--- src/hdl/eutc_pkg.sv ---
// Shared types, constants and calendar tables for the epoch seconds to UTC calendar block.
package eutc_pkg;

  typedef struct packed {
    logic s1;
    logic s2;
    logic s3;
    logic s4;
  } eutc_adv_t;

  localparam int unsigned SecsPerDay   = 86400;
  localparam int unsigned SecsPerHour  = 3600;
  localparam int unsigned SecsPerMin   = 60;
  localparam int unsigned MinsPerHour  = 60;
  localparam int unsigned DaysPerWeek  = 7;
  localparam int unsigned DaysPerQuad  = 1461;
  localparam int unsigned YearDays     = 365;
  localparam int unsigned EpochWeekday = 4;
  localparam int unsigned EpochYear    = 70;

  // floor(x / d) == (x * Mul) >> K for every x of the stated width
  localparam int unsigned     DayK   = 34;
  localparam longint unsigned DayDiv = SecsPerDay / 128;
  localparam logic [24:0]     DayMul = 25'(((64'd1 << DayK) + DayDiv - 1) / DayDiv);

  localparam int unsigned     QuadK   = 26;
  localparam longint unsigned QuadDiv = DaysPerQuad;
  localparam logic [15:0]     QuadMul = 16'(((64'd1 << QuadK) + QuadDiv - 1) / QuadDiv);

  localparam int unsigned     WeekK   = 18;
  localparam longint unsigned WeekDiv = DaysPerWeek;
  localparam logic [15:0]     WeekMul = 16'(((64'd1 << WeekK) + WeekDiv - 1) / WeekDiv);

  localparam int unsigned     HourK   = 21;
  localparam longint unsigned HourDiv = SecsPerHour / 16;
  localparam logic [13:0]     HourMul = 14'(((64'd1 << HourK) + HourDiv - 1) / HourDiv);

  localparam int unsigned     MinK   = 19;
  localparam longint unsigned MinDiv = SecsPerMin / 4;
  localparam logic [15:0]     MinMul = 16'(((64'd1 << MinK) + MinDiv - 1) / MinDiv);

  // first day of year of each month
  localparam logic [8:0] LeapFirst [12] = '{
    9'd0, 9'd31, 9'd60, 9'd91, 9'd121, 9'd152,
    9'd182, 9'd213, 9'd244, 9'd274, 9'd305, 9'd335
  };
  localparam logic [8:0] CommonFirst [12] = '{
    9'd0, 9'd31, 9'd59, 9'd90, 9'd120, 9'd151,
    9'd181, 9'd212, 9'd243, 9'd273, 9'd304, 9'd334
  };

endpackage

--- src/hdl/eutc_day_split.sv ---
// Split of a seconds count into whole days and seconds of the day.
module eutc_day_split (
  input  logic                clk_i,
  input  eutc_pkg::eutc_adv_t adv_i,
  input  logic [30:0]         secs_i,
  output logic [14:0]         days_o,
  output logic [16:0]         sod_o
);

  logic [48:0] day_prod;
  logic [14:0] days_d, days_q;
  logic [30:0] secs_q;
  logic [16:0] sod_d, sod_q;

  assign day_prod = 49'(secs_i[30:7]) * 49'(eutc_pkg::DayMul);
  assign days_d   = day_prod[eutc_pkg::DayK +: 15];
  assign sod_d    = 17'(secs_q - 31'(days_q) * 31'(eutc_pkg::SecsPerDay));

  always_ff @(posedge clk_i) begin
    if (adv_i.s1) begin
      days_q <= days_d;
      secs_q <= secs_i;
    end
    if (adv_i.s2) begin
      sod_q <= sod_d;
    end
  end

  assign days_o = days_q;
  assign sod_o  = sod_q;

endmodule

--- src/hdl/eutc_date.sv ---
// Date path: four-year cycle, year, day of year, month, day of month and weekday.
module eutc_date (
  input  logic                clk_i,
  input  eutc_pkg::eutc_adv_t adv_i,
  input  logic [14:0]         days_i,
  output logic [7:0]          year_o,
  output logic [8:0]          yday_o,
  output logic [3:0]          mon_o,
  output logic [4:0]          mday_o,
  output logic [2:0]          wday_o
);

  logic [30:0] quad_prod;
  logic [30:0] wk_prod;
  logic [14:0] wsum;
  logic [4:0]  quad_d, quad2_q, quad3_q;
  logic [11:0] q7_d, q7_q;
  logic [14:0] days2_q, wsum_q;
  logic [10:0] dq_d, dq_q;
  logic [2:0]  wd_d, wd_q, wd4_q;
  logic [1:0]  yiq;
  logic        leap;
  logic [8:0]  yday;
  logic [3:0]  mon_cnt;
  logic [8:0]  mon_first;
  logic [7:0]  year_d, year_q;
  logic [8:0]  yday_q;
  logic [3:0]  mon_q;
  logic [4:0]  mday_d, mday_q;

  assign quad_prod = 31'(days_i) * 31'(eutc_pkg::QuadMul);
  assign quad_d    = quad_prod[eutc_pkg::QuadK +: 5];
  assign wsum      = days_i + 15'(eutc_pkg::EpochWeekday);
  assign wk_prod   = 31'(wsum) * 31'(eutc_pkg::WeekMul);
  assign q7_d      = wk_prod[eutc_pkg::WeekK +: 12];

  assign dq_d = 11'(days2_q - 15'(quad2_q) * 15'(eutc_pkg::DaysPerQuad));
  assign wd_d = 3'(wsum_q - 15'(q7_q) * 15'(eutc_pkg::DaysPerWeek));

  always_comb begin
    if (dq_q < 11'(eutc_pkg::YearDays)) begin
      yiq  = 2'd0;
      leap = 1'b0;
      yday = 9'(dq_q);
    end else if (dq_q < 11'(2 * eutc_pkg::YearDays)) begin
      yiq  = 2'd1;
      leap = 1'b0;
      yday = 9'(dq_q - 11'(eutc_pkg::YearDays));
    end else if (dq_q < 11'(3 * eutc_pkg::YearDays + 1)) begin
      yiq  = 2'd2;
      leap = 1'b1;
      yday = 9'(dq_q - 11'(2 * eutc_pkg::YearDays));
    end else begin
      yiq  = 2'd3;
      leap = 1'b0;
      yday = 9'(dq_q - 11'(3 * eutc_pkg::YearDays + 1));
    end
  end

  always_comb begin
    mon_cnt = 4'd0;
    for (int m = 1; m < 12; m++) begin
      if ((leap ? eutc_pkg::LeapFirst[m] : eutc_pkg::CommonFirst[m]) <= yday) begin
        mon_cnt = mon_cnt + 4'd1;
      end
    end
  end

  assign mon_first = leap ? eutc_pkg::LeapFirst[mon_cnt] : eutc_pkg::CommonFirst[mon_cnt];
  assign mday_d    = 5'(yday - mon_first + 9'd1);
  assign year_d    = 8'(eutc_pkg::EpochYear) + 8'({quad3_q, yiq});

  always_ff @(posedge clk_i) begin
    if (adv_i.s2) begin
      quad2_q <= quad_d;
      q7_q    <= q7_d;
      days2_q <= days_i;
      wsum_q  <= wsum;
    end
    if (adv_i.s3) begin
      quad3_q <= quad2_q;
      dq_q    <= dq_d;
      wd_q    <= wd_d;
    end
    if (adv_i.s4) begin
      year_q <= year_d;
      yday_q <= yday;
      mon_q  <= mon_cnt;
      mday_q <= mday_d;
      wd4_q  <= wd_q;
    end
  end

  assign year_o = year_q;
  assign yday_o = yday_q;
  assign mon_o  = mon_q;
  assign mday_o = mday_q;
  assign wday_o = wd4_q;

endmodule

--- src/hdl/eutc_clock.sv ---
// Time-of-day path: hour, minute and second from the seconds of the day.
module eutc_clock (
  input  logic                clk_i,
  input  eutc_pkg::eutc_adv_t adv_i,
  input  logic [16:0]         sod_i,
  output logic [4:0]          hour_o,
  output logic [5:0]          minute_o,
  output logic [5:0]          second_o
);

  logic [26:0] hour_prod;
  logic [30:0] mt_prod;
  logic [4:0]  hour_d, hour_q, hour4_q;
  logic [10:0] mtot_d, mtot_q;
  logic [16:0] sod3_q;
  logic [5:0]  minute_d, minute_q;
  logic [5:0]  second_d, second_q;

  assign hour_prod = 27'(sod_i[16:4]) * 27'(eutc_pkg::HourMul);
  assign hour_d    = hour_prod[eutc_pkg::HourK +: 5];
  assign mt_prod   = 31'(sod_i[16:2]) * 31'(eutc_pkg::MinMul);
  assign mtot_d    = mt_prod[eutc_pkg::MinK +: 11];

  assign minute_d = 6'(mtot_q - 11'(hour_q) * 11'(eutc_pkg::MinsPerHour));
  assign second_d = 6'(sod3_q - 17'(mtot_q) * 17'(eutc_pkg::SecsPerMin));

  always_ff @(posedge clk_i) begin
    if (adv_i.s3) begin
      hour_q <= hour_d;
      mtot_q <= mtot_d;
      sod3_q <= sod_i;
    end
    if (adv_i.s4) begin
      hour4_q  <= hour_q;
      minute_q <= minute_d;
      second_q <= second_d;
    end
  end

  assign hour_o   = hour4_q;
  assign minute_o = minute_q;
  assign second_o = second_q;

endmodule

--- src/hdl/epoch_seconds_to_utc_calendar.sv ---
// Top level of the epoch seconds to UTC calendar converter.
//
// Slave channel s_axis_*: one item per count of seconds since 1970-01-01 UTC.
// Master channel m_axis_*: one broken-down UTC time per input item, in order.
// An item moves at a rising edge with tvalid and tready both high.
//
// The block is a five-register pipeline: input register, day split,
// reciprocal quotients (four-year cycle, weekday, hour, minute total),
// remainders, and the result register that drives m_axis_tdata_o.
// An accepted item passes through these five registers in order before
// it shows on the master side. Throughput: one item per cycle while the
// master side takes results without stalling.
//
// Each stage advances when empty or when the next stage advances, so a
// stalled receiver holds the result register while empty stages behind
// it keep taking items; s_axis_tready_o drops only once all stages hold
// items. Reset empties the pipeline; payload registers are not reset.
module epoch_seconds_to_utc_calendar (
  input  logic        clk_i,
  input  logic        rst_ni,
  input  logic        s_axis_tvalid_i,
  output logic        s_axis_tready_o,
  // [30:0] epoch_seconds, [31] zero
  input  logic [31:0] s_axis_tdata_i,
  output logic        m_axis_tvalid_o,
  input  logic        m_axis_tready_i,
  // [7:0] years_since_1900, [16:8] day_of_year, [20:17] month_index,
  // [25:21] day_of_month, [28:26] weekday, [33:29] hour_of_day,
  // [39:34] minute_of_hour, [45:40] second_of_minute, [47:46] zero
  output logic [47:0] m_axis_tdata_o
);

  logic [4:0]          vld_d, vld_q;
  logic [4:0]          adv;
  eutc_pkg::eutc_adv_t adv_s;
  logic [30:0]         secs_q;
  logic [14:0]         days;
  logic [16:0]         sod;
  logic [7:0]          year;
  logic [8:0]          yday;
  logic [3:0]          mon;
  logic [4:0]          mday;
  logic [2:0]          wday;
  logic [4:0]          hour;
  logic [5:0]          minute;
  logic [5:0]          second;

  assign adv[4] = !vld_q[4] || m_axis_tready_i;
  assign adv[3] = !vld_q[3] || adv[4];
  assign adv[2] = !vld_q[2] || adv[3];
  assign adv[1] = !vld_q[1] || adv[2];
  assign adv[0] = !vld_q[0] || adv[1];

  assign adv_s.s1 = adv[1];
  assign adv_s.s2 = adv[2];
  assign adv_s.s3 = adv[3];
  assign adv_s.s4 = adv[4];

  assign vld_d[0] = adv[0] ? s_axis_tvalid_i : vld_q[0];
  assign vld_d[1] = adv[1] ? vld_q[0] : vld_q[1];
  assign vld_d[2] = adv[2] ? vld_q[1] : vld_q[2];
  assign vld_d[3] = adv[3] ? vld_q[2] : vld_q[3];
  assign vld_d[4] = adv[4] ? vld_q[3] : vld_q[4];

  always_ff @(posedge clk_i or negedge rst_ni) begin
    if (!rst_ni) begin
      vld_q <= '0;
    end else begin
      vld_q <= vld_d;
    end
  end

  always_ff @(posedge clk_i) begin
    if (adv[0]) begin
      secs_q <= s_axis_tdata_i[30:0];
    end
  end

  eutc_day_split u_day_split (
    .clk_i  (clk_i),
    .adv_i  (adv_s),
    .secs_i (secs_q),
    .days_o (days),
    .sod_o  (sod)
  );

  eutc_date u_date (
    .clk_i  (clk_i),
    .adv_i  (adv_s),
    .days_i (days),
    .year_o (year),
    .yday_o (yday),
    .mon_o  (mon),
    .mday_o (mday),
    .wday_o (wday)
  );

  eutc_clock u_clock (
    .clk_i    (clk_i),
    .adv_i    (adv_s),
    .sod_i    (sod),
    .hour_o   (hour),
    .minute_o (minute),
    .second_o (second)
  );

  assign s_axis_tready_o = adv[0];
  assign m_axis_tvalid_o = vld_q[4];
  assign m_axis_tdata_o  = {2'b00, second, minute, hour, wday, mday, mon, yday, year};

  a_month_day : assert property (@(posedge clk_i) disable iff (!rst_ni)
    m_axis_tvalid_o |-> (mon < 4'd12) && (mday != 5'd0))
    else $error("month or day of month out of range");

  a_year_yday : assert property (@(posedge clk_i) disable iff (!rst_ni)
    m_axis_tvalid_o |-> (year >= 8'd70) && (year <= 8'd138) && (yday <= 9'd365))
    else $error("year or day of year out of range");

  a_wday_hour : assert property (@(posedge clk_i) disable iff (!rst_ni)
    m_axis_tvalid_o |-> (wday < 3'd7) && (hour < 5'd24))
    else $error("weekday or hour out of range");

  a_min_sec : assert property (@(posedge clk_i) disable iff (!rst_ni)
    m_axis_tvalid_o |-> (minute < 6'd60) && (second < 6'd60))
    else $error("minute or second out of range");

  a_accept_fill : assert property (@(posedge clk_i) disable iff (!rst_ni)
    (s_axis_tvalid_i && s_axis_tready_o) |=> vld_q[0])
    else $error("accepted item missing from input stage");

endmodule
--- config.mk ---
export PLATFORM = sky130hd
export DESIGN_NAME = epoch_seconds_to_utc_calendar
export DESIGN_NICKNAME = d
export VERILOG_FILES = /design/src/hdl/eutc_pkg.sv /design/src/hdl/eutc_day_split.sv /design/src/hdl/eutc_date.sv /design/src/hdl/eutc_clock.sv /design/src/hdl/epoch_seconds_to_utc_calendar.sv
export SDC_FILE = /design/constraint.sdc
export NUM_CORES = 2
export LEC_CHECK = 0
export ABC_AREA = 1
export BUFFER_PORTS_ARGS = -buffer_cell sky130_fd_sc_hd__buf_2
export CAP_MARGIN = 20
export CORE_MARGIN = 2
export CORE_UTILIZATION = 55
export CTS_BUF_LIST = sky130_fd_sc_hd__clkbuf_4 sky130_fd_sc_hd__clkbuf_8 sky130_fd_sc_hd__clkbuf_16
export CTS_CLUSTER_DIAMETER = 80
export DETAILED_ROUTE_END_ITERATION = 16
export GPL_ROUTABILITY_DRIVEN = 0
export PLACE_DENSITY = 0.81
export SLEW_MARGIN = 20
export SYNTH_ARGS = -nofsm -noshare
export SYNTH_HDL_FRONTEND = slang
export SYNTH_SLANG_ARGS = --single-unit
--- constraint.sdc ---
create_clock -name clk_i -period 8.58 [get_ports clk_i]
set_input_delay 1.716 -clock clk_i [delete_from_list [all_inputs] [get_ports clk_i]]
set_output_delay 1.716 -clock clk_i [all_outputs]
set_load 0.02 [all_outputs]
==> results by group <==
Global routing
  • Grt total ovfl: 0
  • Maximum number of pins on one net before global-route repair: 49
  • Global routing usage summed across all routing layers: 24.8%
  • Vias in the first global route: 22518
  • Antenna violations before repair: 0
  • Global-route wire length before repair: 110000 um

Floorplan
  • Die footprint: 55900 um2
  • Die outline height: 236 um
  • Starting utilization of the core area: 55.4%
  • Placeable Area: 53600 um2
  • Die Wd: 236 um
  • Placement row count: 85
  • Number of primary I/O pins: 86

Logic synthesis
  • Total of flip-flops plus latches after synthesis: 187
  • Cell types with the largest area share after synthesis: sky130_fd_sc_hd__ha_1 (30%), sky130_fd_sc_hd__fa_1 (24%), sky130_fd_sc_hd__edfxtp_1 (18%)
  • Mapped Cells: 2947
  • Most frequent cell after synthesis: sky130_fd_sc_hd__inv_1
  • Xor-xnor portion of the synthesized cell area: 3.86%
  • Post-synthesis share of cell area spent on full adders, half adders and majority gates: 54.0%
  • Dominant combinational cell family by area after synthesis: adder cells
  • Largest area contributor in the synthesized netlist: sky130_fd_sc_hd__ha_1
  • Most numerous cell types in the synthesized netlist: sky130_fd_sc_hd__inv_1 (720), sky130_fd_sc_hd__ha_1 (701), sky130_fd_sc_hd__fa_1 (363)
  • Fraction of registers with async set or reset after synthesis: 2.67%
  • Count of flip-flops with a built-in enable after synthesis: 182
  • Area share of the largest cell type after synthesis: 29.5%
  • Avg Cell Area, Syn: 10.1 um2
  • Library cells used by synthesis: 55
  • Warnings, synthesis: 0
  • Synthesized-area fraction occupied by and/or/nand/nor cells: 9.08%
  • Combined area of all synthesized cells: 29700 um2
  • Post-synthesis sequential area ratio: 18.8%
  • Fraction of synthesized area in multiplexers: 0%
  • Most frequently used flop master after synthesis: sky130_fd_sc_hd__edfxtp_1
  • Compound-cell area share of the yosys netlist: 4.61%

Placement
  • Detailed placement HPWL: 52400 um
  • Placed instance area: 31700 um2
  • Number of port buffers: 82

Setup path
  • Data required time at the worst endpoint: 8850 ps
  • Cell seen most often among critical-path stages: sky130_fd_sc_hd__nand2_4
  • Data arrival at the endpoint of the critical path: 9040 ps
  • Critical path's top delay family: simple AND/OR/NAND/NOR gates
  • Crit path kind: reg2reg
  • Critical path's largest stage delay: 440 ps
  • CP max FO: 7
  • Critical path capture point type: flip-flop
  • Type of origin of the critical path: flip-flop
  • Max stage delay cell, worst path: sky130_fd_sc_hd__edfxtp_1
  • Critical path buffers and inverters: 21

Layout
  • Synth-to-layout area growth: 12.5%
  • Inserted Diodes: 0
  • Final-stage net count: 4299
  • Fin util: 62.3%
  • Area of all placed cells without fillers: 33400 um2
  • Share of layout cells above drive strength 1: 14.9%
  • Filler cell count in the final layout: 4041

Timing
  • Final cycle utilization of the critical path: 102%
  • Post-layout min period: 8770 ps
  • Setup-violating endpoint count in the final report: 1
  • Least-Margin Pin Slew: 1010 ps
  • Fin. max-slew vios: 0
  • Unrepaired setup endpoints after global routing: yes
  • Worst clock skew on the final layout: 22.9 ps
  • Hold Vio Cnt, Final: 0
  • Max_slew headroom: 32.8%
  • Post-layout worst setup margin: -189 ps
  • Highest achievable clock rate: 114 MHz

Clock tree
  • Clock tree from TritonCTS: built
  • Clock slew seen by the registers of the worst setup and hold paths: 80 ps
  • Deepest clock path buffer count: 2
  • Max H-tree Level: 4
  • Hold buffers post-CTS: 0
  • Clk sinks: 187
  • CTS root buf: sky130_fd_sc_hd__clkbuf_16
  • Clock buffer count from CTS: 17
  • Clock latency on the worst-skew pair: 510 ps

Routing
  • Routed wire length on met2: 33500 um
  • Routed length on met1: 26800 um
  • Amount of wire on met3 after detailed routing: 3410 um
  • DRC violation count after routing: 0
  • Number of detailed-route iterations in the first pass: 5
  • Highest routed layer: met4
  • Post-DRT Antenna Nets: 0
  • Total number of vias: 21064
  • Number of DRC violations after detailed-routing iteration 0: 1151
  • Routed wire length per instance: 17.0 um
  • Post-detailed-route via-to-cell ratio: 5.39
  • Detailed-route wire length: 66300 um

Worst hold path
  • Class of the tightest hold or removal check: reg2reg

Run status
  • Violated checks: negative setup slack
  • Run status: finished, violations left

Job
  • Max Cap Violations: 0
[placed cells by master, fill, tap and decap left out, types with 10 or more instances in the layout]
cell                        synthesis  final
sky130_fd_sc_hd__nor2_1            86     82
sky130_fd_sc_hd__edfxtp_1         182    182
sky130_fd_sc_hd__buf_2              0     82
sky130_fd_sc_hd__nand3_1           90     75
sky130_fd_sc_hd__clkbuf_16          0     17
sky130_fd_sc_hd__a21o_1            10     10
sky130_fd_sc_hd__nand2_2           30     45
sky130_fd_sc_hd__nand4_1           22     22
sky130_fd_sc_hd__xor2_1            89     88
sky130_fd_sc_hd__ha_4               0     19
sky130_fd_sc_hd__ha_1             701    677
sky130_fd_sc_hd__o21ai_0           45     44
sky130_fd_sc_hd__nand2_1          302    266
sky130_fd_sc_hd__fa_1             363    362
sky130_fd_sc_hd__inv_2              9     28
sky130_fd_sc_hd__a21oi_1          132    128
sky130_fd_sc_hd__inv_1            720    696
sky130_fd_sc_hd__buf_4              4    156
sky130_fd_sc_hd__xnor2_1           42     41
sky130_fd_sc_hd__nand2_4           10     31
sky130_fd_sc_hd__nand3_2           10     21
[worst paths after layout]
path                                          start                               to  slack, ps  cells after the start
max                        u_date.dq_q[2]$_DFFE_PP_       u_date.mday_o[4]$_DFFE_PP_       -190                     69
min                             secs_q[4]$_DFFE_PP_  u_day_split.secs_q[4]$_DFFE_PP_        420                      0
max reg2reg                u_date.dq_q[2]$_DFFE_PP_       u_date.mday_o[4]$_DFFE_PP_       -190                     69
min reg2reg                     secs_q[4]$_DFFE_PP_  u_day_split.secs_q[4]$_DFFE_PP_        420                      0
max in group asynchronous                    rst_ni             vld_q[4]$_DFFE_PN0P_       7390                      1
min in group asynchronous                    rst_ni             vld_q[3]$_DFFE_PN0P_       1030                      1
[sequential cells by signal (all words and copies together) (netlist names), 4 cells and up]
name / count
secs_q: 31
u_day_split.secs_q: 17
u_day_split.sod_o: 17
u_day_split.days_o: 15
u_date.dq_q: 11
u_date.days2_q: 9
u_date.yday_o: 9
u_date.year_o: 8
u_clock.minute_o: 6
u_clock.mtot_q: 6
u_clock.second_o: 6
u_clock.sod3_q: 6
u_clock.hour_o: 5
u_clock.hour_q: 5
u_date.mday_o: 5
u_date.quad2_q: 5
u_date.quad3_q: 5
vld_q: 5
u_date.mon_o: 4
[layer usage]
| metal | up-vias | global-route usage (%) |
|---|---|---|
| met5 | - | 0 |
| met4 | 0 | 9.42 |
| met3 | 185 | 3.63 |
| met2 | 669 | 43.9 |
| met1 | 10235 | 30.6 |
| li1 | 9975 | - |
[layout make-up]
cell class	instances	area [um2]	share of cell area, %
Multi-Input combinational cell	2019	21900	65.7
Sequential cell	187	5590	16.7
Inverter	732	2770	8.29
Clock inverter	15	189	0.566
Timing Repair Buffer	242	1630	4.87
Tap cell	696	871	2.61
Clock buffer	17	425	1.27
[worst reg2reg max path: cells and delay by family, from the launching register on]
| family | cells | cell delay, ps |
|---|---|---|
| simple gates | 34 | 2930 |
| flops | 1 | 440 |
| fa+ha+maj | 8 | 1940 |
| compound gates | 4 | 640 |
| buf+inv | 21 | 2160 |
| xor+xnor | 2 | 410 |
[through the flow]
step / TNS [ps] / setup WS (ps) / hold WS (ps) / std cells
3_5_place_dp: -558 / -327 / 406 / 3805
6_report: -189 / -189 / 419 / 3908
4_1_cts: 0 / 5.69 / 424 / 3898
3_3_place_gp: -129 / -125 / 404 / 3805
2_1_floorplan: 0 / 35.3 / 400 / 2948
5_1_grt: -652 / -521 / 432 / 3908
[cell families (layout without fill, tap and decap cells)]
| logic type | count (synthesis) | count (layout) |
|---|---|---|
| compound gates | 238 | 238 |
| xor+xnor | 131 | 131 |
| fa+ha+maj | 1064 | 1064 |
| buf+inv | 742 | 1006 |
| flops | 187 | 187 |
| other cells | 1 | 2 |
| simple gates | 584 | 584 |
[timing repair]
action / 4_1_cts / 5_1_grt
gates resized for setup: 71 / 59
endpoints found under the setup margin: 3 / 4
pin swaps: 60 / 61
setup buffers: 61 / 16
Power is not shown: default switching activity piles up to over one toggle a cycle in this logic, so the estimate is an artifact.
